--- config.mk ---
export PLATFORM = sky130hd
export DESIGN_NAME = bfr_ram
export DESIGN_NICKNAME = d
export VERILOG_FILES = /design/src/design/bfr_ram.sv
export SDC_FILE = /design/constraint.sdc
export NUM_CORES = 1
export LEC_CHECK = 0
export BUFFER_PORTS_ARGS = -buffer_cell sky130_fd_sc_hd__buf_2
export CAP_MARGIN = 20
export CORE_MARGIN = 8
export CORE_UTILIZATION = 40
export CTS_BUF_LIST = sky130_fd_sc_hd__clkbuf_8 sky130_fd_sc_hd__clkbuf_16
export CTS_CLUSTER_SIZE = 30
export DETAILED_ROUTE_END_ITERATION = 16
export MAX_ROUTING_LAYER = met4
export REMOVE_ABC_BUFFERS = 1
export SLEW_MARGIN = 15
export SYNTH_ARGS = -nofsm -noshare
export SYNTH_HDL_FRONTEND = slang
export SYNTH_SLANG_ARGS = --single-unit
--- constraint.sdc ---
create_clock -name clock -period 1.9 [get_ports clock]
set_input_delay 0.475 -clock clock [delete_from_list [all_inputs] [get_ports clock]]
set_output_delay 0.475 -clock clock [all_outputs]
set_load 0.01 [all_outputs]
--- src/design/bfr_ram.sv ---
`default_nettype none
module bfr_ram #(
   parameter int WIDTH = 8,
   parameter int DEPTH = 16
) (
   input  wire logic                     clock,
   input  wire logic                     wr_en,
   input  wire logic [$clog2(DEPTH)-1:0] wr_addr,
   input  wire logic [WIDTH-1:0]         wr_data,
   input  wire logic [$clog2(DEPTH)-1:0] rd_addr,
   output logic [WIDTH-1:0]              rd_data
);
   logic [WIDTH-1:0] mem [DEPTH];
   logic [WIDTH-1:0] rd_data_ff;

   always_ff @(posedge clock) begin
      if (wr_en) begin
         mem[wr_addr] <= wr_data;
      end
      rd_data_ff <= mem[rd_addr];
   end

   assign rd_data = rd_data_ff;
endmodule
`default_nettype wire

==> metrics.txt, run 1 <==
CTS Hold Bufs 0; largest net degree at the start of global routing 20; Cell Int Power 0.00558 W; Fin Setup TNS 0 ns; Tightest Pin Transition 0.806 ns; most common cell in the netlist edfxtp_1; Yosys reg bits 136; post-synthesis simple-gate area fraction 0.0318; Die ar. 0.0168 mm2; register area share after synthesis 0.778; H-tree depth 4; setup violators final 0; Crit path arrival time 1.84 ns; VDD IR-drop max 596 uV; Tmin final 1.54 ns; cell taking the most area after synthesis edfxtp_1; Layout area overhead 20.7%; slowest CP cell mux4_1; post_cts resized 0; remaining global-route overflow 0; Clock transition at path regs 0.06 ns; CTS tree done; Post-Synth Adder-Cell Area 0; row count 41; Synth Area in Compound Gates 0.0233; Cells after DPL 438; ANT nets after route 0; total power 0.00696 W; static leakage 2.12 nW; I/O pin cnt 26; # port buffers 25; RSZ-0062 raised after global routing no; top post-synthesis cells by count 128 x edfxtp_1, 18 x mux4_2, 16 x a22oi_1, 14 x mux4_1, 13 x nor2_1; Synth top area share 0.747; proportion of synthesized area in mux cells 0.150; YS warnings 0; largest family of logic cells by synthesized area multiplexers; CTS Buf Count 17; Post-synth EDFFs 128; P per Cell Area 1120 mW/mm2; crit share post-route 0.808; maximum fanout along the worst path 14; status complete, no violations; switching share of power 0.199; Synth Area per Inst 22.5 um2; Syn Inst Count 229; Hold Path Class in2reg; CP max stage delay 0.54 ns; ys async rst share 0; die height 129 um; worst-case clock buffer depth 2; post-synthesis xor/xnor area fraction 0; synth top area cells edfxtp_1 75%, mux4_2 7.9%, mux4_1 7.1%, dfxtp_1 3.1%, a22oi_1 2.3%; mean routed wirelength per cell 21.8 um; layout cells sized above 1 0.319; final WL 10300 um; clk sinks 136; Initial Utilization 0.408; Max Freq 651 MHz; CP Launch Type primary input; clock power share 0.468; type of element capturing the critical path flop; n_diodes 0; crit path kind in2reg; number of global-route vias before repair 2511; postcts setup bufs 0; die width 129 um; Finished Layout Cells 470; clk root buf clkbuf_16; GRT Total Usage 0.136; sequence of cells on the critical path buf_2 -> buf_12 -> buf_4 -> mux4_1 -> a22oi_1 -> nand2_1; drt pass-1 iters 4; top_reg_cell synth edfxtp_1; synthesized cell area 0.00515 mm2; routed vias 2409; Pins Over Slew Limit 0; Final HPWL DP 6650 um; Vias/cell 5.13; Final WS setup 0.364 ns; switching power 0.00139 W; Max Cap Violations 0; global-route wire length before repair 15500 um; logic gate share of total power 0.048; Slew HR 0.462; fin nets 303; Core Area 0.0126 mm2; gp weighted congestion 0.713; Placement Setup Slack -0.0442 ns; Critical Path RT 2.20 ns; sequential fraction of design power 0.485; Hold Violations, Final 0; clk_lat worst skew 0.41 ns; # fillers 1039; Starting DRT DRC Count 171; DRC Markers 0; initial antenna violation count 0; clk_skew 0.00515 ns; Cell variety after synth 19
## power groups by stage
stage	registers (W)	logic, W	clock network, W
finish	0.00337	0.000331	0.00326
global placement	0.00344	0.000330	0
detailed placement	0.00344	0.000338	0
global route	0.00338	0.000360	0.00344
CTS	0.00338	0.000339	0.00331
floorplan	0.00344	0.000134	0
## layer usage
metal | global-route usage | vias up | part of all wire
met1 | 0.167 | 1254 | 0.45
met4 | 0.0635 | 0 | 0.015
li1 | - | 1089 | -
met2 | 0.210 | 54 | 0.50
met5 | - | - | 0
met3 | 0.0333 | 12 | 0.036
## cells by family (layout without fill, tap and decap cells)
group | after synthesis | in the layout
simple gates | 35 | 35
flops | 136 | 136
compound gates | 16 | 16
mux | 32 | 32
buf+inv | 10 | 79
## worst max-delay path, delay by kind of cell
family / cells / cell delay [ns]
AO/OA/AOI/OAI: 1 / 0.30
buffers and inverters: 3 / 0.44
multiplexers: 1 / 0.54
AND/OR/NAND/NOR: 1 / 0.08
## final cells by class
class / count / area [um2] / area share
clock buffers: 18 / 439 / 0.0707
clock inverters: 14 / 158 / 0.0254
multi-input cells: 83 / 1060 / 0.170
flip-flops and latches: 136 / 4000 / 0.644
well taps: 172 / 215 / 0.0346
repair buffers: 47 / 340 / 0.0548
## metrics by stage
stage                      util  cell area (um2)  hold slack, ns
final                     0.492             6210           0.454
after detailed placement  0.445             5620           0.671
after global routing      0.492             6210           0.456
after floorplan               -             5060           0.574
after global placement    0.445             5620           0.654
after CTS                 0.492             6210           0.441
## registers in the layout, summed over array words and instances, names as in the netlist
signal / flops
mem: 128
rd_data: 8
## cell usage in the layout, fill, tap and decap left out, types with 3 or more instances in the layout
master,instances
clkinv_4,3
mux4_1,14
nand2_1,9
clkinv_2,3
buf_12,4
clkbuf_16,17
buf_4,18
mux4_2,18
dfxtp_1,8
nor3_1,4
bufinv_16,3
buf_2,25
nor2_1,13
a22oi_1,16
edfxtp_1,128
## path summary, 6_finish.rpt
path,depth (start not counted),to,from,slack [ns]
max,6,rd_data[3]$_DFF_P_,rd_addr[0],0.36
min,1,mem[15][3]$_DFFE_PP_,wr_data[3],0.45
max reg2reg,3,rd_data[1]$_DFF_P_,mem[9][1]$_DFFE_PP_,0.53
min reg2reg,3,rd_data[1]$_DFF_P_,mem[4][1]$_DFFE_PP_,0.67
Note: power is estimated with default switching activity, not from simulation.
==> inputs of run 2 (changes only) <==
ABC_AREA = 1   (was default)
clock period = 1.4 ns   (was 1.9 ns; I/O delays follow)
==> run 2 against run 1 <==
Effect of this change: sequential share of layout area fell by 5.5 points; register-to-register slack lost 0.18 ns; synthesized cell count grew 140%; clock skew up 0.0039 ns; global-route usage up 2.2 points; core utilization decreased by 1.8 points; count of clock-buffer cells in the layout up 1; area after synthesis grew 12%; flip-flop and latch count did not move; final cell count is 69% higher; critical path type is now reg2out; via count grew 61%; die area is 11% higher.
==> metrics.txt, run 2 <==
static leakage 2.99 nW (+41%); ys async rst share 0 (unchanged); Cells after DPL 765 (+75%); gp weighted congestion 0.803 (+13%); largest net degree at the start of global routing 34 (+70%); Initial Utilization 0.403 (-0.00501); Yosys reg bits 136 (unchanged); ANT nets after route 0 (unchanged); buffers and inverters on the worst path 1 (-2); Largest Register mem; drt pass-1 iters 5 (+1); crit share post-route 0.914; clk_skew 0.00909 ns (+0.00394 ns); Slew HR 0.744 (+0.282); top_reg_cell synth edfxtp_1; final WL 13300 um (+30%); Max Cap Violations 0 (unchanged); layout cells sized above 1 0.131 (-0.188); global-route wire length before repair 20800 um (+34%); Layout area overhead 17.7%; area of the multi-input gates 0.00121 mm2 (+15%); row count 44 (+7.3%); VDD IR-drop max 915 uV (+54%); n_diodes 0 (unchanged); synthesized cell area 0.00577 mm2 (+12%); Die ar. 0.0185 mm2 (+11%); Fin Setup TNS 0 ns (unchanged); type of element capturing the critical path output port; Crit path arrival time 0.93 ns (-0.91 ns); P per Cell Area 1320 mW/mm2 (+18%); Clock transition at path regs 0.06 ns (about the same); RSZ-0062 raised after global routing no; setup violators final 0 (unchanged); Tmin final 1.28 ns; crit path kind reg2out; routed vias 3882 (+61%); Final HPWL DP 8570 um (+29%); CTS Hold Bufs 0 (unchanged); Critical Path RT 1.05 ns (-1.15 ns); most common cell in the netlist nand2_1; remaining global-route overflow 0 (unchanged); FF+latch area 0.00400 mm2 (unchanged); DRC Markers 0 (unchanged); Core Area 0.0143 mm2 (+13%); Worst path top cell family by delay flip-flops; mean routed wirelength per cell 16.7 um (-23%); Starting DRT DRC Count 315 (+84%); Synth top area share 0.667 (-0.0802); YS warnings 0 (unchanged); clk_lat worst skew 0.42 ns (about the same); initial antenna violation count 0 (unchanged); top post-synthesis cells by count 173 x nand2_1, 128 x edfxtp_1, 100 x inv_1, 97 x nand3_1, 17 x nor2_1; Hold Path Class in2reg; clk sinks 136 (unchanged); # fillers 1308 (+26%); CP Launch Type flop; Syn Inst Count 551 (+140%); register area share after synthesis 0.694 (-0.0835); commonest non-fill, non-tap cell in the layout nand2_1; maximum fanout along the worst path 1 (-13); worst-case clock buffer depth 2 (unchanged); post_cts resized 0 (unchanged); CTS Buf Count 17 (unchanged); Largest register FFs 128 (unchanged); cell taking the most area after synthesis edfxtp_1; Finished Layout Cells 796 (+69%); GRT Total Usage 0.158 (+0.0221); H-tree depth 4 (unchanged); number of global-route vias before repair 3930 (+57%); Hold Violations, Final 0 (unchanged); Post-synth EDFFs 128 (unchanged); CTS tree done; Tightest Pin Transition 0.384 ns (-0.422 ns); Cell variety after synth 12 (-7); clk root buf clkbuf_16; die width 136 um (+5.1%); sequence of cells on the critical path buf_2; # port buffers 25 (unchanged); CP max stage delay 0.36 ns (-0.18 ns); Pins Over Slew Limit 0 (unchanged); I/O pin cnt 26 (unchanged); fin nets 618 (+100%); synth top area cells edfxtp_1 67%, nand2_1 11%, nand3_1 8.4%, inv_1 6.5%, dfxtp_1 2.8%; slowest CP cell dfxtp_1; postcts setup bufs 0 (unchanged); status complete, no violations; die height 136 um (+5.1%); Vias/cell 4.88 (-4.9%); Max Freq 782 MHz; Synth Area per Inst 10.5 um2 (-53%); most frequent cells in the layout 173 x nand2_1, 128 x edfxtp_1, 107 x inv_1
==> run 2: path summary, 6_finish.rpt <==
path / slack (ns) / cells after the start / to / from
setup / recovery: 0.12 / 1 / rd_data[7] / rd_data[7]$_DFF_P_
hold / removal: 0.36 / 1 / mem[0][4]$_DFFE_PP_ / wr_data[4]
setup reg to reg: 0.35 / 6 / rd_data[0]$_DFF_P_ / mem[5][0]$_DFFE_PP_
hold reg to reg: 0.67 / 6 / rd_data[1]$_DFF_P_ / mem[13][1]$_DFFE_PP_
==> run 2: through the flow <==
| step | util | area [um2] | hold WS (ns) | total power, W | setup WS [ns] |
|---|---|---|---|---|---|
| detailed placement | 0.439 | 6290 | 0.659 | 0.00529 | -0.0167 |
| CTS | 0.474 | 6790 | 0.343 | 0.00904 | 0.115 |
| finish | 0.474 | 6790 | 0.361 | 0.00898 | 0.121 |
| global route | 0.474 | 6790 | 0.361 | 0.00927 | 0.0840 |
| global placement | 0.439 | 6290 | 0.645 | 0.00528 | -0.00182 |
| floorplan | - | 5600 | 0.449 | 0.00492 | 0.0695 |
==> run 2: kinds of logic (layout without fill, tap and decap cells) <==
| kind of cell | Yosys count | after routing | share of synthesized area |
|---|---|---|---|
| buffers and inverters | 126 | 187 | 0.0952 |
| flip-flops | 136 | 136 | 0.694 |
| AND/OR/NAND/NOR | 289 | 289 | 0.210 |
==> run 2: worst reg2reg max path, stage by stage (launching register included) <==
cell and delay, ns:
edfxtp_1 0.37, inv_1 0.07, nand2_1 0.05, nand3_1 0.07, nand3_1 0.08, nand3_1 0.19
nand2_1 0.10
==> run 2: layout make-up <==
| type | count | share of cell area |
|---|---|---|
| sequential | 136 | 0.590 |
| timing repair buffer | 54 | 0.0671 |
| multi-input combinational | 289 | 0.179 |
| inverter | 102 | 0.0564 |
| tap | 184 | 0.0339 |
| clock inverter | 12 | 0.00755 |
| clock buffer | 19 | 0.0667 |
==> run 2: metal layers <==
| metal | share of wire | up-vias | track usage |
|---|---|---|---|
| li1 | - | 1865 | - |
| met1 | 0.43 | 1862 | 0.184 |
| met5 | 0 | - | - |
| met2 | 0.48 | 129 | 0.248 |
| met4 | 0.024 | 0 | 0.0665 |
| met3 | 0.065 | 26 | 0.0525 |
==> run 2: where the power goes <==
group	internal [W]	total, W	switching, W	leakage, nW
clock network	0.00227	0.00378	0.00150	0.281
registers	0.00456	0.00458	0.0000258	1.22
logic	0.000208	0.000624	0.000416	1.48
==> inputs of run 3 (changes only) <==
clock period = 1.6 ns   (was 1.4 ns; I/O delays follow)
==> run 3 against run 2 <==
Effect of this change: critical path type unchanged; final area decreased by 1.2%; via count fell by 0.70%; clock power shrank 10%; core utilization fell by 0.56 points; count of clock-buffer cells in the layout up 2; register-to-register slack improved by 0.19 ns; worst setup slack better by 0.19 ns; non-clock buffer count shrank 5.
==> metrics.txt, run 3 (same netlist as run 2, synthesis figures left out) <==
status complete, no violations; reg2reg end rd_data[0]$_DFF_P_; largest net degree at the start of global routing 65 (+91%); Critical Path RT 1.20 ns (+0.15 ns); buffers and inverters on the worst path 1 (unchanged); Final WS setup 0.314 ns (+0.193 ns); drt pass-1 iters 5 (unchanged); CTS Buf Count 17 (unchanged); initial antenna violation count 0 (unchanged); area of the multi-input gates 0.00121 mm2 (unchanged); FF+latch area 0.00400 mm2 (unchanged); clk root buf clkbuf_16; Tmin final 1.29 ns; RSZ-0062 raised after global routing no; Core Area 0.0143 mm2 (unchanged); VDD IR-drop max 983 uV (+7.4%); gp weighted congestion 0.786 (-2.1%); mean routed wirelength per cell 16.4 um (-1.7%); Placement Setup Slack 0.107 ns (+0.123 ns); die width 136 um (unchanged); Tightest Pin Transition 0.421 ns (+0.0373 ns); CP max stage delay 0.33 ns (-0.03 ns); commonest non-fill, non-tap cell in the layout nand2_1; layout cells sized above 1 0.122 (-0.00901); fin nets 613 (-0.81%); postcts setup bufs 0 (unchanged); die height 136 um (unchanged); # port buffers 25 (unchanged); final WL 13000 um (-2.2%); remaining global-route overflow 0 (unchanged); Slew HR 0.719 (-0.0249); worst-case clock buffer depth 2 (unchanged); Max Cap Violations 0 (unchanged); sequence of cells on the critical path buf_2; Crit path arrival time 0.89 ns (-0.04 ns); worst hold slack 0.333 ns (-0.0271 ns); GRT Total Usage 0.155 (-0.00348); number of global-route vias before repair 3815 (-2.9%); total power 0.00791 W (-12%); setup violators final 0 (unchanged); CP Launch Type flop; Initial Utilization 0.403 (unchanged); flop2flop setup slack 0.54 ns (+0.19 ns); hold worst-path end rd_data[3]$_DFF_P_; Final Core Density 0.469 (-0.00559); Largest Register mem; post_cts resized 0 (unchanged); # fillers 1311 (+0.23%); crit share post-route 0.804; Clock transition at path regs 0.05 ns (about the same); clk_lat worst skew 0.41 ns (about the same); Layout area overhead 16.4%; maximum fanout along the worst path 1 (unchanged); Vias/cell 4.87 (-0.19%); Hold Violations, Final 0 (unchanged); global-route wire length before repair 20100 um (-3.4%); clk sinks 136 (unchanged); Max Freq 777 MHz; Largest register FFs 128 (unchanged); hold path depth 3 (+2); Hold Path Class in2reg; Worst path top cell family by delay flip-flops; Starting DRT DRC Count 381 (+21%); routed vias 3855 (-0.70%); Die ar. 0.0185 mm2 (unchanged); DRC Markers 0 (unchanged); P per Cell Area 1180 mW/mm2 (-11%); CTS tree done; Final HPWL DP 8000 um (-6.7%); static leakage 2.94 nW (-1.4%); row count 44 (unchanged); H-tree depth 4 (unchanged); Fin Setup TNS 0 ns (unchanged); ANT nets after route 0 (unchanged); clk_skew 0.00776 ns (-0.00133 ns); CTS Hold Bufs 0 (unchanged); Hold Crit Start rd_addr[3]; slowest CP cell dfxtp_1; Pins Over Slew Limit 0 (unchanged); I/O pin cnt 26 (unchanged); n_diodes 0 (unchanged); type of element capturing the critical path output port; crit path kind reg2out; most frequent cells in the layout 173 x nand2_1, 128 x edfxtp_1, 107 x inv_1; worst reg2reg startpoint mem[1][0]$_DFFE_PP_; FF-to-FF path depth 6 (unchanged)
## run 3: cell count changes in the layout (fill, tap and decap cells not counted), sizes merged
cell    change
clkinv      -1
clkbuf      +2
buf         -5
## run 3: per-stage QoR
stage          cells  instance area [um2]
5_1_grt          792                 6710
6_report         792                 6710
4_1_cts          792                 6710
3_3_place_gp     760                 6190
2_1_floorplan    527                 5600
3_5_place_dp     760                 6190
## run 3: area by class of cell
| cell class | count | share of cell area |
|---|---|---|
| sequential | 136 | 0.597 |
| clock inverter | 11 | 0.00653 |
| clock buffer | 21 | 0.0716 |
| timing repair buffer | 49 | 0.0530 |
| inverter | 102 | 0.0571 |
| tap | 184 | 0.0343 |
| multi-input combinational | 289 | 0.181 |
## run 3: how the worst max path moves through the flow
stage | start | to | cells after the start
finish | rd_data[7]$_DFF_P_ | rd_data[7] | 1
global route | rd_data[7]$_DFF_P_ | rd_data[7] | 1
CTS | rd_data[7]$_DFF_P_ | rd_data[7] | 1
detailed placement | rd_addr[0] | rd_data[0]$_DFF_P_ | 7
global placement | rd_addr[0] | rd_data[0]$_DFF_P_ | 7
floorplan | rd_addr[0] | rd_data[2]$_DFF_P_ | 6
## run 3: power by group
part | internal, W | switching (W)
Clock | 0.00208 | 0.00131
Sequential | 0.00399 | 0.0000210
Combinational | 0.000157 | 0.000355
Total | 0.00623 | 0.00169
## run 3: routing by layer
layer	global-route usage	vias up	routed length [um]
met5	-	-	0
met4	0.0683	0	304
met3	0.0543	25	794
met2	0.238	126	6150
met1	0.181	1842	5760
li1	-	1862	-
