[src/design/bfr_pkg.sv]
`default_nettype none
package bfr_pkg;
   localparam int MAX_DIM = 1024;
   localparam int ADDR_W = $clog2(MAX_DIM);
   localparam int SIZE_W = 11;
   localparam int CHAN_W = 16;
   localparam int PIX_W = 3 * CHAN_W;
   localparam int SUM_W = CHAN_W + 4;
   localparam int RECIP_SHIFT = 24;
   localparam int RECIP_W = RECIP_SHIFT + 1;
   localparam int FIFO_DEPTH = 4;

   localparam logic [SIZE_W-1:0] SIZE_RESET = SIZE_W'(MAX_DIM);
   localparam logic [0:0] REG_IMAGE_SIZE = 1'b0;
   localparam logic OP_PIXEL = 1'b0;
   localparam logic OP_DRAIN = 1'b1;

   // ceil(2^24 / count), exact for sums below 2^20
   localparam logic [RECIP_W-1:0] RECIP_1 = RECIP_W'(16777216);
   localparam logic [RECIP_W-1:0] RECIP_2 = RECIP_W'(8388608);
   localparam logic [RECIP_W-1:0] RECIP_3 = RECIP_W'(5592406);
   localparam logic [RECIP_W-1:0] RECIP_4 = RECIP_W'(4194304);
   localparam logic [RECIP_W-1:0] RECIP_6 = RECIP_W'(2796203);
   localparam logic [RECIP_W-1:0] RECIP_9 = RECIP_W'(1864136);

   typedef struct packed {
      logic              frame_end;
      logic [CHAN_W-1:0] blue;
      logic [CHAN_W-1:0] green;
      logic [CHAN_W-1:0] red;
   } out_item_type;

   function automatic logic [RECIP_W-1:0] recip(input logic [1:0] cols,
                                                input logic [1:0] rows);
      logic [RECIP_W-1:0] r;
      case ({cols, rows})
         4'b0101: r = RECIP_1;
         4'b0110, 4'b1001: r = RECIP_2;
         4'b0111, 4'b1101: r = RECIP_3;
         4'b1010: r = RECIP_4;
         4'b1011, 4'b1110: r = RECIP_6;
         4'b1111: r = RECIP_9;
         default: r = RECIP_1;
      endcase
      return r;
   endfunction
endpackage
`default_nettype wire

[src/design/bfr_fifo.sv]
`default_nettype none
module bfr_fifo (
   input  wire logic                  clock,
   input  wire logic                  reset,
   input  wire logic                  wr_valid,
   input  wire bfr_pkg::out_item_type wr_item,
   output logic                       rd_valid,
   input  wire logic                  rd_ready,
   output bfr_pkg::out_item_type      rd_item
);
   localparam int PTR_W = $clog2(bfr_pkg::FIFO_DEPTH);

   bfr_pkg::out_item_type entry_ff [bfr_pkg::FIFO_DEPTH];
   logic [PTR_W-1:0] wr_ptr_ff, rd_ptr_ff;
   logic [PTR_W:0]   count_ff, count_in;
   logic             pop;

   assign rd_valid = count_ff != '0;
   assign pop = rd_valid && rd_ready;
   assign rd_item = entry_ff[rd_ptr_ff];

   always_comb begin
      count_in = count_ff;
      if (wr_valid && !pop) begin
         count_in = count_ff + 1'b1;
      end else if (!wr_valid && pop) begin
         count_in = count_ff - 1'b1;
      end
   end

   always_ff @(posedge clock) begin
      if (wr_valid) begin
         entry_ff[wr_ptr_ff] <= wr_item;
      end
      if (reset) begin
         wr_ptr_ff <= '0;
         rd_ptr_ff <= '0;
         count_ff <= '0;
      end else begin
         if (wr_valid) wr_ptr_ff <= wr_ptr_ff + 1'b1;
         if (pop) rd_ptr_ff <= rd_ptr_ff + 1'b1;
         count_ff <= count_in;
      end
   end

   a_no_overflow: assert property (@(posedge clock) disable iff (reset)
      wr_valid |-> (count_ff < (PTR_W+1)'(bfr_pkg::FIFO_DEPTH) || pop))
      else $error("fifo overflow");
endmodule
`default_nettype wire

[config.mk]
export PLATFORM = sky130hd
export DESIGN_NAME = bfr_fifo
export DESIGN_NICKNAME = d
export VERILOG_FILES = /design/src/design/bfr_pkg.sv /design/src/design/bfr_fifo.sv
export SDC_FILE = /design/constraint.sdc
export NUM_CORES = 1
export LEC_CHECK = 0
export BUFFER_PORTS_ARGS = -buffer_cell sky130_fd_sc_hd__buf_4
export CORE_MARGIN = 4
export CORE_UTILIZATION = 25
export DETAILED_ROUTE_END_ITERATION = 10
export GPL_TIMING_DRIVEN = 0
export HOLD_SLACK_MARGIN = 0.03
export PLACE_DENSITY_LB_ADDON = 0.12
export SLEW_MARGIN = 20
export SYNTH_ARGS = -nofsm -noshare
export SYNTH_HDL_FRONTEND = slang
export SYNTH_SLANG_ARGS = --single-unit
export TNS_END_PERCENT = 100
[constraint.sdc]
create_clock -name clock -period 5 [get_ports clock]
set_clock_uncertainty 0.1 [all_clocks]
set_input_delay 0.75 -clock clock [delete_from_list [all_inputs] [get_ports clock]]
set_output_delay 0.75 -clock clock [all_outputs]
set_load 0.01 [all_outputs]
==> results.txt, run 1 <==
Max Cap Viol - 0
Hold-fix buffers at CTS - 0
Worst IR Drop VDD - 0.233 mV
CTS H-tree depth - 1
CTS buffer count - 24
Synth warnings - 0
Post-synthesis mux area share - 15.0%
Yosys top cell area share - 78.2%
Port bufs - 101
P_leak - 3.27 nW
Final Setup Violations - 0
Max Root-Sink Buffers - 3
Crit path time final - 3.06 ns
Largest net degree at the start of global routing - 27
Syn_area_per_cell - 25.2 um^2
Post-synth top flop - edfxtp_1
Global-route wire length before repair - 23200 um
Main combinational cell family by area after synthesis - multiplexers
Ys async rst share - 0%
Worst EP arrival - 2.21 ns
Final-report max-slew violation count - 0
Area leader, netlist - edfxtp_1
R2r setup slk - 2.74 ns
Synth Area in Simple Gates - 0.848%
# resized after CTS - 0
Finished Layout Cells - 838
Flops & latches, synth - 205
DRC violations left - 0
CP Capture Type - primary output
Combinational Power Share - 21.6%
Fin. Hold Viols - 0
Synth Area in Compound Gates - 0.349%
Filler cells - 2884
Internal - 3.84 mW
Via density - 4.13
Top cells by area, synth - edfxtp_1 78%, mux4_2 14%, dfxtp_1 2.4%
Die H - 181 um
Die Width - 181 um
Flop pwr share - 40.2%
Skew-Pair Late Insertion Delay - 0.50 ns
Initial antenna violation count - 0
DRT antenna net count - 0
Synth Area in XOR/XNOR - 0.582%
Die ar. - 32900 um^2
Min-Delay Path Class - input pin to flop
Sequential-to-total area share from yosys stat - 80.6%
# rows - 63
Area grow syn2layout - 29.6%
Final period util - 61.1%
Post-Syn Area - 7520 um^2
Share of layout cells above drive strength 1 - 44.9%
CP max FO - 10
Root buffer cell - clkbuf_16
1st-iter DRT viols - 151
Post-CTS setup buffers - 0
Sw frac - 23.4%
Core ar. - 29600 um^2
Critical path class - flop to primary output
Starting density of the core - 25.4%
Crit path required time - 4.15 ns
DP Wirelength - 9800 um
Most frequent cell after synthesis - edfxtp_1
Relative max-transition margin - 48.8%
GRT overflow - 0
Post-Syn Instances - 299
GPL Wtd Cong - 0.681
Slew @ Worst Pin - 0.769 ns
Status - completed
Clk sinks - 205
Diodes inserted - 0
Top cells by count, synth - 196 x edfxtp_1, 47 x mux4_2, 9 x dfxtp_1
Placed Cells - 794
Switching pwr - 1.18 mW
Drt wl/cell - 18.4 um
Via count - 3465
Detailed Route WL - 15500 um
CTS tree - built
Syn nets - 358
Number of synthesized flops with an enable pin - 196
Fmax - 0.327 GHz
RSZ-0062 raised after global routing - false
Vias in the first global route - 3890
Area share of fa/ha/maj cells after synthesis - 1.10%
IO Pins - 103
DRT Pass-1 Iters - 4
Clk slew on worst S/H paths - 0.06 ns
Total Routing Usage GR - 9.21%
Fin nets - 489
Setup TNS - 0 ns
PwrDens - 514 nW/um^2
Netlist cell types - 23
CP Launch Type - flop
Clock power frac - 38.2%
kinds of logic (layout without fill, tap and decap cells):
kind of cell / after synthesis / count (layout)
muxes: 51 / 51
and+or+nand+nor: 13 / 13
AOI/OAI and AO/OA: 4 / 4
adders and majority gates: 6 / 6
xor gates and xnor gates: 5 / 5
buffers and inverters: 15 / 164
DFF: 205 / 205
power groups by stage:
stage	Sequential [mW]	Combinational, mW	Clock, mW
after global placement	2.06	1.11	0
after detailed placement	2.05	1.13	0
after CTS	2.02	1.14	1.98
after floorplan	2.05	0.651	0
final	2.02	1.08	1.92
after global routing	2.02	1.19	2.06
metal layers:
metal	wire [um]	GRT usage (%)	vias to the layer above
met2	7690	15.7	98
met3	1060	3.13	29
li1	-	-	1527
met1	6270	11.2	1811
met4	431	2.70	0
met5	0	0	-
layout by cell type, fill, tap and decap left out, types with 5 or more instances in the layout:
master and instances:
buf_12 6, nor2_1 7, bufinv_16 7, edfxtp_1 196, clkinv_1 5, ha_1 5
buf_4 104, clkbuf_16 25, dfxtp_1 9, mux4_2 47
through the flow:
stage | power (mW) | worst slack, ns | cell area, um^2 | hold slack, ns | util [%]
3_3_place_gp | 3.17 | 1.18 | 8770 | 0.393 | 29.6
2_1_floorplan | 2.70 | 2.57 | 7520 | 0.376 | -
4_1_cts | 5.13 | 1.85 | 9750 | 0.316 | 32.9
5_1_grt | 5.27 | 1.84 | 9750 | 0.318 | 32.9
3_5_place_dp | 3.19 | 2.40 | 8860 | 0.410 | 29.9
6_report | 5.01 | 1.94 | 9750 | 0.347 | 32.9
sequential cells by signal, indices dropped and copies added, names as in the netlist, named ones only:
signal,flops
count_ff,3
entry_ff,196
rd_ptr_ff,2
wr_ptr_ff,2
cell type report:
class / count / area (um^2) / area share, %
Clock buffer: 27 / 633 / 6.49
Buffer: 12 / 98.8 / 1.01
Clock inverter: 17 / 256 / 2.63
Sequential cell: 205 / 6070 / 62.2
Inverter: 3 / 11.3 / 0.116
Multi-Input combinational cell: 79 / 1360 / 13.9
Timing Repair Buffer: 105 / 838 / 8.60
Tap cell: 390 / 488 / 5.01
worst paths after layout:
path,end,start,depth (start not counted)
setup / recovery,rd_item[31],flop,4
hold / removal,entry_ff[3][1]$_DFFE_PP_,wr_item[1],1
setup reg to reg,count_ff[2]$_SDFFE_PP0P_,count_ff[0]$_SDFFE_PP0P_,7
hold reg to reg,flop,rd_ptr_ff[0]$_SDFFE_PP0P_,2
worst max-delay path: stages, from the launching register on:
cell,delay [ns]
dfxtp_1,0.42
buf_2,0.36
buf_2,0.38
mux4_2,0.38
buf_4,0.16
No activity file was read; power rests on OpenSTA's default activity.
==> run 2, diff against run 1 <==
Clock period 5 ns to 2.44 ns, I/O delays scaled along.
==> run 2 against run 1 <==
Compared with the run above:
- setup slack lost 1.9 ns
- die area unchanged
- power is 110% higher
- hold slack lost 0.27 ns
- wire length up 1.7%
- highest routed layer unchanged
- register-to-register slack got worse by 2.6 ns
- cell area is 6.0% higher
- clock-buffer cell count unchanged
- via count increased by 4.8%
- sequential share of layout area is 3.5 points lower
- first-iteration DRC count is 9.9% lower
- final cell count increased by 6.2%
==> results.txt, run 2 (synthesized netlist as in run 1, its figures left out) <==
Status - completed (unchanged)
Max incr delay on CP - 0.53 ns (was 0.42 ns)
Core ar. - 29600 um^2 (unchanged)
RSZ-0062 raised after global routing - true (was false)
Via count - 3631 (was 3465)
FF-to-FF path depth - 7 (unchanged)
Setup TNS - 0 ns (unchanged)
DRT Pass-1 Iters - 4 (unchanged)
Final period util - 97.1%
Worst setup path end - rd_item[39] (was rd_item[31])
Finished Layout Cells - 890 (was 838)
Skew-Pair Late Insertion Delay - 0.50 ns (about the same)
R2R Path End - count_ff[2]$_SDFFE_PP0P_ (unchanged)
CTS buffer count - 24 (unchanged)
DP Wirelength - 9800 um (unchanged)
Root buffer cell - clkbuf_16 (unchanged)
Relative max-transition margin - 69.8% (was 48.8%)
Die Width - 181 um (unchanged)
Detailed Route WL - 15700 um (was 15500 um)
DRT antenna net count - 0 (unchanged)
CTS H-tree depth - 1 (unchanged)
Clk sinks - 205 (unchanged)
Fmax - 0.422 GHz
Fin nets - 541 (was 489)
Critical path class - flop to primary output (unchanged)
Starting density of the core - 25.4% (unchanged)
Largest net degree at the start of global routing - 27 (unchanged)
Placed Cells - 794 (unchanged)
Final setup margin - 0.0710 ns (was 1.94 ns)
Port bufs - 101 (unchanged)
Total Routing Usage GR - 9.38% (was 9.21%)
IO Pins - 103 (unchanged)
Drt wl/cell - 17.7 um (was 18.4 um)
DRC violations left - 0 (unchanged)
Worst EP arrival - 1.90 ns (was 2.21 ns)
1st-iter DRT viols - 136 (was 151)
Max Root-Sink Buffers - 3 (unchanged)
Vias in the first global route - 4077 (was 3890)
Die H - 181 um (unchanged)
Final Setup Violations - 0 (unchanged)
CP max FO - 8 (was 10)
# rows - 63 (unchanged)
Max Cap Viol - 0 (unchanged)
GRT overflow - 0 (unchanged)
Initial antenna violation count - 0 (unchanged)
CP Launch Type - flop (unchanged)
Global-route wire length before repair - 23800 um (was 23200 um)
P_leak - 3.52 nW (was 3.27 nW)
Area grow syn2layout - 37.4% (was 29.6%)
Min-Delay Path Class - input pin to flop (unchanged)
Critical Path, Cell by Cell - buf_6, buf_12, buf_12, mux4_2, buf_6 (was buf_2, buf_2, mux4_2, buf_4)
Crit path required time - 1.97 ns (was 4.15 ns)
Final-report max-slew violation count - 0 (unchanged)
Slew @ Worst Pin - 0.453 ns (was 0.769 ns)
Commonest cells after routing, fill and taps aside - 196 x edfxtp_1, 96 x buf_4, 49 x mux4_2, 49 x dlygate4sd3_1, 25 x clkbuf_16 (was 196 x edfxtp_1, 104 x buf_4, 47 x mux4_2)
Clk slew on worst S/H paths - 0.05 ns (was 0.06 ns)
CTS tree - built (unchanged)
Fin. Hold Viols - 0 (unchanged)
Max FFs per register - 196 (unchanged)
Crit path time final - 2.37 ns
PwrDens - 1020 nW/um^2 (was 514 nW/um^2)
R2r startpoint - count_ff[0]$_SDFFE_PP0P_ (unchanged)
R2r setup slk - 0.18 ns (was 2.74 ns)
GPL Wtd Cong - 0.681 (unchanged)
Worst IR Drop VDD - 0.478 mV (was 0.233 mV)
Diodes inserted - 0 (unchanged)
Largest registers - entry_ff x196, count_ff x3 (unchanged)
Pre-CTS WS - 0.174 ns (was 2.40 ns)
Largest Register - entry_ff (unchanged)
Commonest non-fill, non-tap cell in the layout - edfxtp_1 (unchanged)
Share of layout cells above drive strength 1 - 42.0% (was 44.9%)
Die ar. - 32900 um^2 (unchanged)
Worst path slowest cell - mux4_2 (was dfxtp_1)
CP Capture Type - primary output (unchanged)
Via density - 4.08 (was 4.13)
Filler cells - 2837 (was 2884)
-- run 2: changes by cell type in the layout (fill, tap and decap cells not counted) --
| cell | change |
|---|---|
| buf_2 | +1 |
| buf_1 | -3 |
| mux4_1 | -2 |
| dlygate4sd3_1 | +49 |
| buf_6 | +11 |
| dfxtp_1 | -1 |
| dfxtp_2 | +1 |
| buf_12 | +1 |
| mux4_2 | +2 |
| buf_16 | +1 |
| buf_4 | -8 |
-- run 2: critical path, delay by kind of cell, from the launching register on --
family / cells / cell delay [ns]
buffers and inverters: 4 / 0.53
muxes: 1 / 0.53
DFF: 1 / 0.32
-- run 2: cell type report --
type | instances | area, um^2 | area share, %
well taps | 390 | 488 | 4.72
inverters | 3 | 11.3 | 0.109
flip-flops and latches | 205 | 6070 | 58.7
plain buffers | 12 | 126 | 1.22
multi-input cells | 79 | 1350 | 13.1
repair buffers | 157 | 1410 | 13.6
clock buffers | 27 | 633 | 6.12
clock inverters | 17 | 256 | 2.48
-- run 2: metrics by stage --
stage / hold WS [ns] / total power, mW / area (um^2) / utilization [%]
after floorplan: 0.365 / 5.53 / 7520 / -
after global placement: 0.393 / 6.49 / 8770 / 29.6
after detailed placement: 0.410 / 6.53 / 8860 / 29.9
after CTS: 0.0514 / 10.7 / 10300 / 34.8
after global routing: 0.0847 / 11.1 / 10300 / 34.9
final: 0.0774 / 10.5 / 10300 / 34.9
-- run 2: repair_timing --
item / in CTS / in global routing
endpoints found under the setup margin: 40 / 33
hold endpoints to repair: 196 / 0
hold buffers: 49 / 0
buffers inserted: 2 / 0
gates cloned: 1 / 0
gates resized for setup: 11 / 9
-- run 2: how the worst min path moves through the flow --
stage | end | start | depth (start not counted) | slack (ns)
after global placement | count_ff[2]$_SDFFE_PP0P_ | count_ff[2]$_SDFFE_PP0P_ | 2 | 0.39
after global routing | wr_ptr_ff[1]$_SDFFE_PP0P_ | wr_valid | 3 | 0.08
after detailed placement | flop | rd_ptr_ff[0]$_SDFFE_PP0P_ | 2 | 0.41
after CTS | wr_ptr_ff[1]$_SDFFE_PP0P_ | wr_valid | 3 | 0.05
final | wr_ptr_ff[1]$_SDFFE_PP0P_ | wr_valid | 3 | 0.08
after floorplan | entry_ff[0][0]$_DFFE_PP_ | wr_item[0] | 0 | 0.36
-- run 2: where the power goes --
part / switching (mW) / internal [mW]
clock network: 1.33 / 2.59
registers: 0.0679 / 4.07
logic: 1.06 / 1.39
total: 2.46 / 8.05
-- run 2: per-layer routing --
| layer | wire length, um | share of wire, % | vias to the layer above | global-route usage, % |
|---|---|---|---|---|
| li1 | - | - | 1630 | - |
| met1 | 6510 | 41 | 1875 | 11.4 |
| met2 | 7780 | 50 | 98 | 16.2 |
| met3 | 989 | 6.3 | 28 | 2.78 |
| met4 | 432 | 2.7 | 0 | 2.70 |
| met5 | 0 | 0 | - | 0 |
==> run 3, diff against run 2 <==
Settings changed: ABC_AREA set to 1.
==> run 3 against run 2 <==
Compared with the run above:
- power is 2.5% lower
- synthesized cell count is 79% higher
- critical endpoint is now rd_item[20]
- via count is 38% higher
- combinational power is 3% higher
- wire length is 31% higher
- setup slack better by 0.044 ns
- global-route usage is 2.7 points higher
- hold slack better by 0.0052 ns
- sequential cell count stayed put
==> results.txt, run 3 <==
Global-route wire length before repair - 31100 um (was 23800 um)
GPL Wtd Cong - 0.734 (was 0.681)
Final period util - 95.3% (was 97.1%)
CP Capture Type - primary output (unchanged)
Root buffer cell - clkbuf_16 (unchanged)
Largest net degree at the start of global routing - 33 (was 27)
Fin. Hold Viols - 0 (unchanged)
Initial antenna violation count - 1 (was 0)
Finished Layout Cells - 1130 (was 890)
Flop pwr share - 40.1% (was 39.3%)
Clock power frac - 35.3% (was 37.3%)
DRC violations left - 0 (unchanged)
Die Width - 184 um (was 181 um)
Share of layout cells above drive strength 1 - 24.5% (was 42.0%)
Number of synthesized flops with an enable pin - 196 (unchanged)
Via count - 5006 (was 3631)
Crit path required time - 1.97 ns (about the same)
Worst IR Drop VDD - 0.510 mV (was 0.478 mV)
Critical path class - flop to primary output (unchanged)
CTS tree - built (unchanged)
Largest Register - entry_ff (unchanged)
IO Pins - 103 (unchanged)
Drt wl/cell - 18.3 um (was 17.7 um)
Post-synth top flop - edfxtp_1 (unchanged)
Syn nets - 595 (was 358)
Hold_sp - rd_ready (was wr_valid)
Sequential-to-total area share from yosys stat - 78.6% (was 80.6%)
Ys async rst share - 0% (unchanged)
Netlist cell types - 20 (was 23)
Detailed Route WL - 20600 um (was 15700 um)
Combinational Power Share - 24.6% (was 23.3%)
Final-report max-slew violation count - 0 (unchanged)
Setup TNS - 0 ns (unchanged)
Post-Syn Area - 7720 um^2 (was 7520 um^2)
RSZ-0062 raised after global routing - false (was true)
Flops & latches, synth - 205 (unchanged)
GRT overflow - 0 (unchanged)
Post-Syn Instances - 536 (was 299)
Relative max-transition margin - 76.6% (was 69.8%)
Clk slew on worst S/H paths - 0.06 ns (was 0.05 ns)
Area grow syn2layout - 35.3% (was 37.4%)
Top cells by area, synth - edfxtp_1 76%, o21ai_0 6.2%, nor2_1 5.1% (was edfxtp_1 78%, mux4_2 14%, dfxtp_1 2.4%)
Die ar. - 33700 um^2 (was 32900 um^2)
Placed Cells - 1038 (was 794)
Most frequent cell after synthesis - edfxtp_1 (unchanged)
Filler cells - 2977 (was 2837)
Fin nets - 775 (was 541)
R2r startpoint - count_ff[1]$_SDFFE_PP0P_ (was count_ff[0]$_SDFFE_PP0P_)
Max FFs per register - 196 (unchanged)
Sw frac - 28.2% (was 23.4%)
P_leak - 3.74 nW (was 3.52 nW)
# rows - 64 (was 63)
Internal - 7.36 mW (was 8.05 mW)
Slew @ Worst Pin - 0.352 ns (was 0.453 ns)
Max Cap Viol - 0 (unchanged)
Min-Delay Path Class - input pin to flop (unchanged)
CP max FO - 10 (was 8)
CTS H-tree depth - 1 (unchanged)
Syn_area_per_cell - 14.4 um^2 (was 25.2 um^2)
Crit path time final - 2.33 ns (was 2.37 ns)
Synth warnings - 0 (unchanged)
Reg area - 6070 um^2 (about the same)
Commonest cells after routing, fill and taps aside - 196 x edfxtp_1, 104 x nor2_1, 103 x buf_4 (was 196 x edfxtp_1, 96 x buf_4, 49 x mux4_2, 49 x dlygate4sd3_1, 25 x clkbuf_16)
Starting density of the core - 25.3% (was 25.4%)
DP Wirelength - 12400 um (was 9800 um)
Max Root-Sink Buffers - 3 (unchanged)
1st-iter DRT viols - 248 (was 136)
Top cells by count, synth - 196 x edfxtp_1, 104 x nor2_1, 96 x o21ai_0 (was 196 x edfxtp_1, 47 x mux4_2, 9 x dfxtp_1)
Port bufs - 102 (was 101)
Switching pwr - 2.89 mW (was 2.46 mW)
Via density - 4.43 (was 4.08)
Worst EP arrival - 1.86 ns (was 1.90 ns)
PwrDens - 982 nW/um^2 (was 1020 nW/um^2)
Largest registers - entry_ff x196, count_ff x3 (unchanged)
Vias in the first global route - 5342 (was 4077)
Total Routing Usage GR - 12.0% (was 9.38%)
Core ar. - 30500 um^2 (was 29600 um^2)
Diodes inserted - 0 (unchanged)
CTS buffer count - 24 (unchanged)
Commonest non-fill, non-tap cell in the layout - edfxtp_1 (unchanged)
Area leader, netlist - edfxtp_1 (unchanged)
CP Launch Type - flop (unchanged)
Fin util - 34.2% (was 34.9%)
Die H - 184 um (was 181 um)
Yosys top cell area share - 76.3% (was 78.2%)
Clk sinks - 205 (unchanged)
Multi-input logic area - 1410 um^2 (was 1350 um^2)
DRT antenna net count - 0 (unchanged)
Skew-Pair Late Insertion Delay - 0.50 ns (about the same)
Status - completed (unchanged)
Final Setup Violations - 0 (unchanged)
DRT Pass-1 Iters - 6 (was 4)
Fmax - 0.430 GHz (was 0.422 GHz)
Post-CTS setup buffers - 0 (was 2)
## run 3: power by group through the flow
stage | clock network [mW] | registers [mW] | logic (mW)
after global placement | 0 | 4.19 | 2.44
final | 3.62 | 4.11 | 2.52
after global routing | 3.90 | 4.12 | 2.79
after floorplan | 0 | 4.17 | 1.23
after CTS | 3.73 | 4.11 | 2.57
after detailed placement | 0 | 4.18 | 2.49
## run 3: cell type report
type / count / area share (%)
clock inverters: 13 / 1.56
inverters: 16 / 0.719
clock buffers: 31 / 6.21
multi-input cells: 284 / 13.5
well taps: 396 / 4.74
flip-flops and latches: 205 / 58.1
plain buffers: 29 / 2.02
repair buffers: 156 / 13.2
## run 3: routing by layer
layer  vias up  wire length (um)  GRT usage, %
met4         2               511          3.64
met1      2460              9100          15.8
li1       2356                 -             -
met3        39              1250          2.69
met2       149              9760          20.1
met5         -                 7             0
## run 3: cell families after synthesis
| family | Yosys count | share of synthesized area (%) |
|---|---|---|
| AOI/OAI and AO/OA | 155 | 10.8 |
| xor gates and xnor gates | 1 | 0.114 |
| adders and majority gates | 6 | 1.07 |
| buffers and inverters | 47 | 3.39 |
| DFF | 205 | 78.6 |
| and+or+nand+nor | 122 | 5.98 |
## run 3: path summary, 6_finish.rpt
check	endpoint	slack (ns)	cells past startpoint
setup reg to reg	count_ff[2]$_SDFFE_PP0P_	0.55	12
hold / removal	flop	0.08	3
hold reg to reg	flop	0.42	2
setup / recovery	rd_item[20]	0.11	7
## run 3: repair_timing
| item | in CTS | in global routing |
|---|---|---|
| hold buffers | 50 | 0 |
| gates resized for setup | 7 | 14 |
| endpoints found under the setup margin | 30 | 13 |
| hold endpoints to repair | 201 | 0 |
## run 3: metrics by stage
stage / cell area (um^2) / hold WS (ns) / worst slack, ns / power, mW
floorplan: 7720 / 0.335 / 0.390 / 5.40
global placement: 8980 / 0.383 / -0.723 / 6.62
detailed placement: 9100 / 0.417 / 0.367 / 6.67
CTS: 10400 / 0.0533 / 0.0201 / 10.4
global route: 10400 / 0.0713 / 0.00465 / 10.8
finish: 10400 / 0.0826 / 0.115 / 10.3
## run 3: critical path, stage by stage (launching register included)
cell and delay (ns):
dfxtp_1 0.30, buf_6 0.14, inv_6 0.09, buf_6 0.16, buf_6 0.18, nor2_1 0.06
o22ai_1 0.24, buf_4 0.17
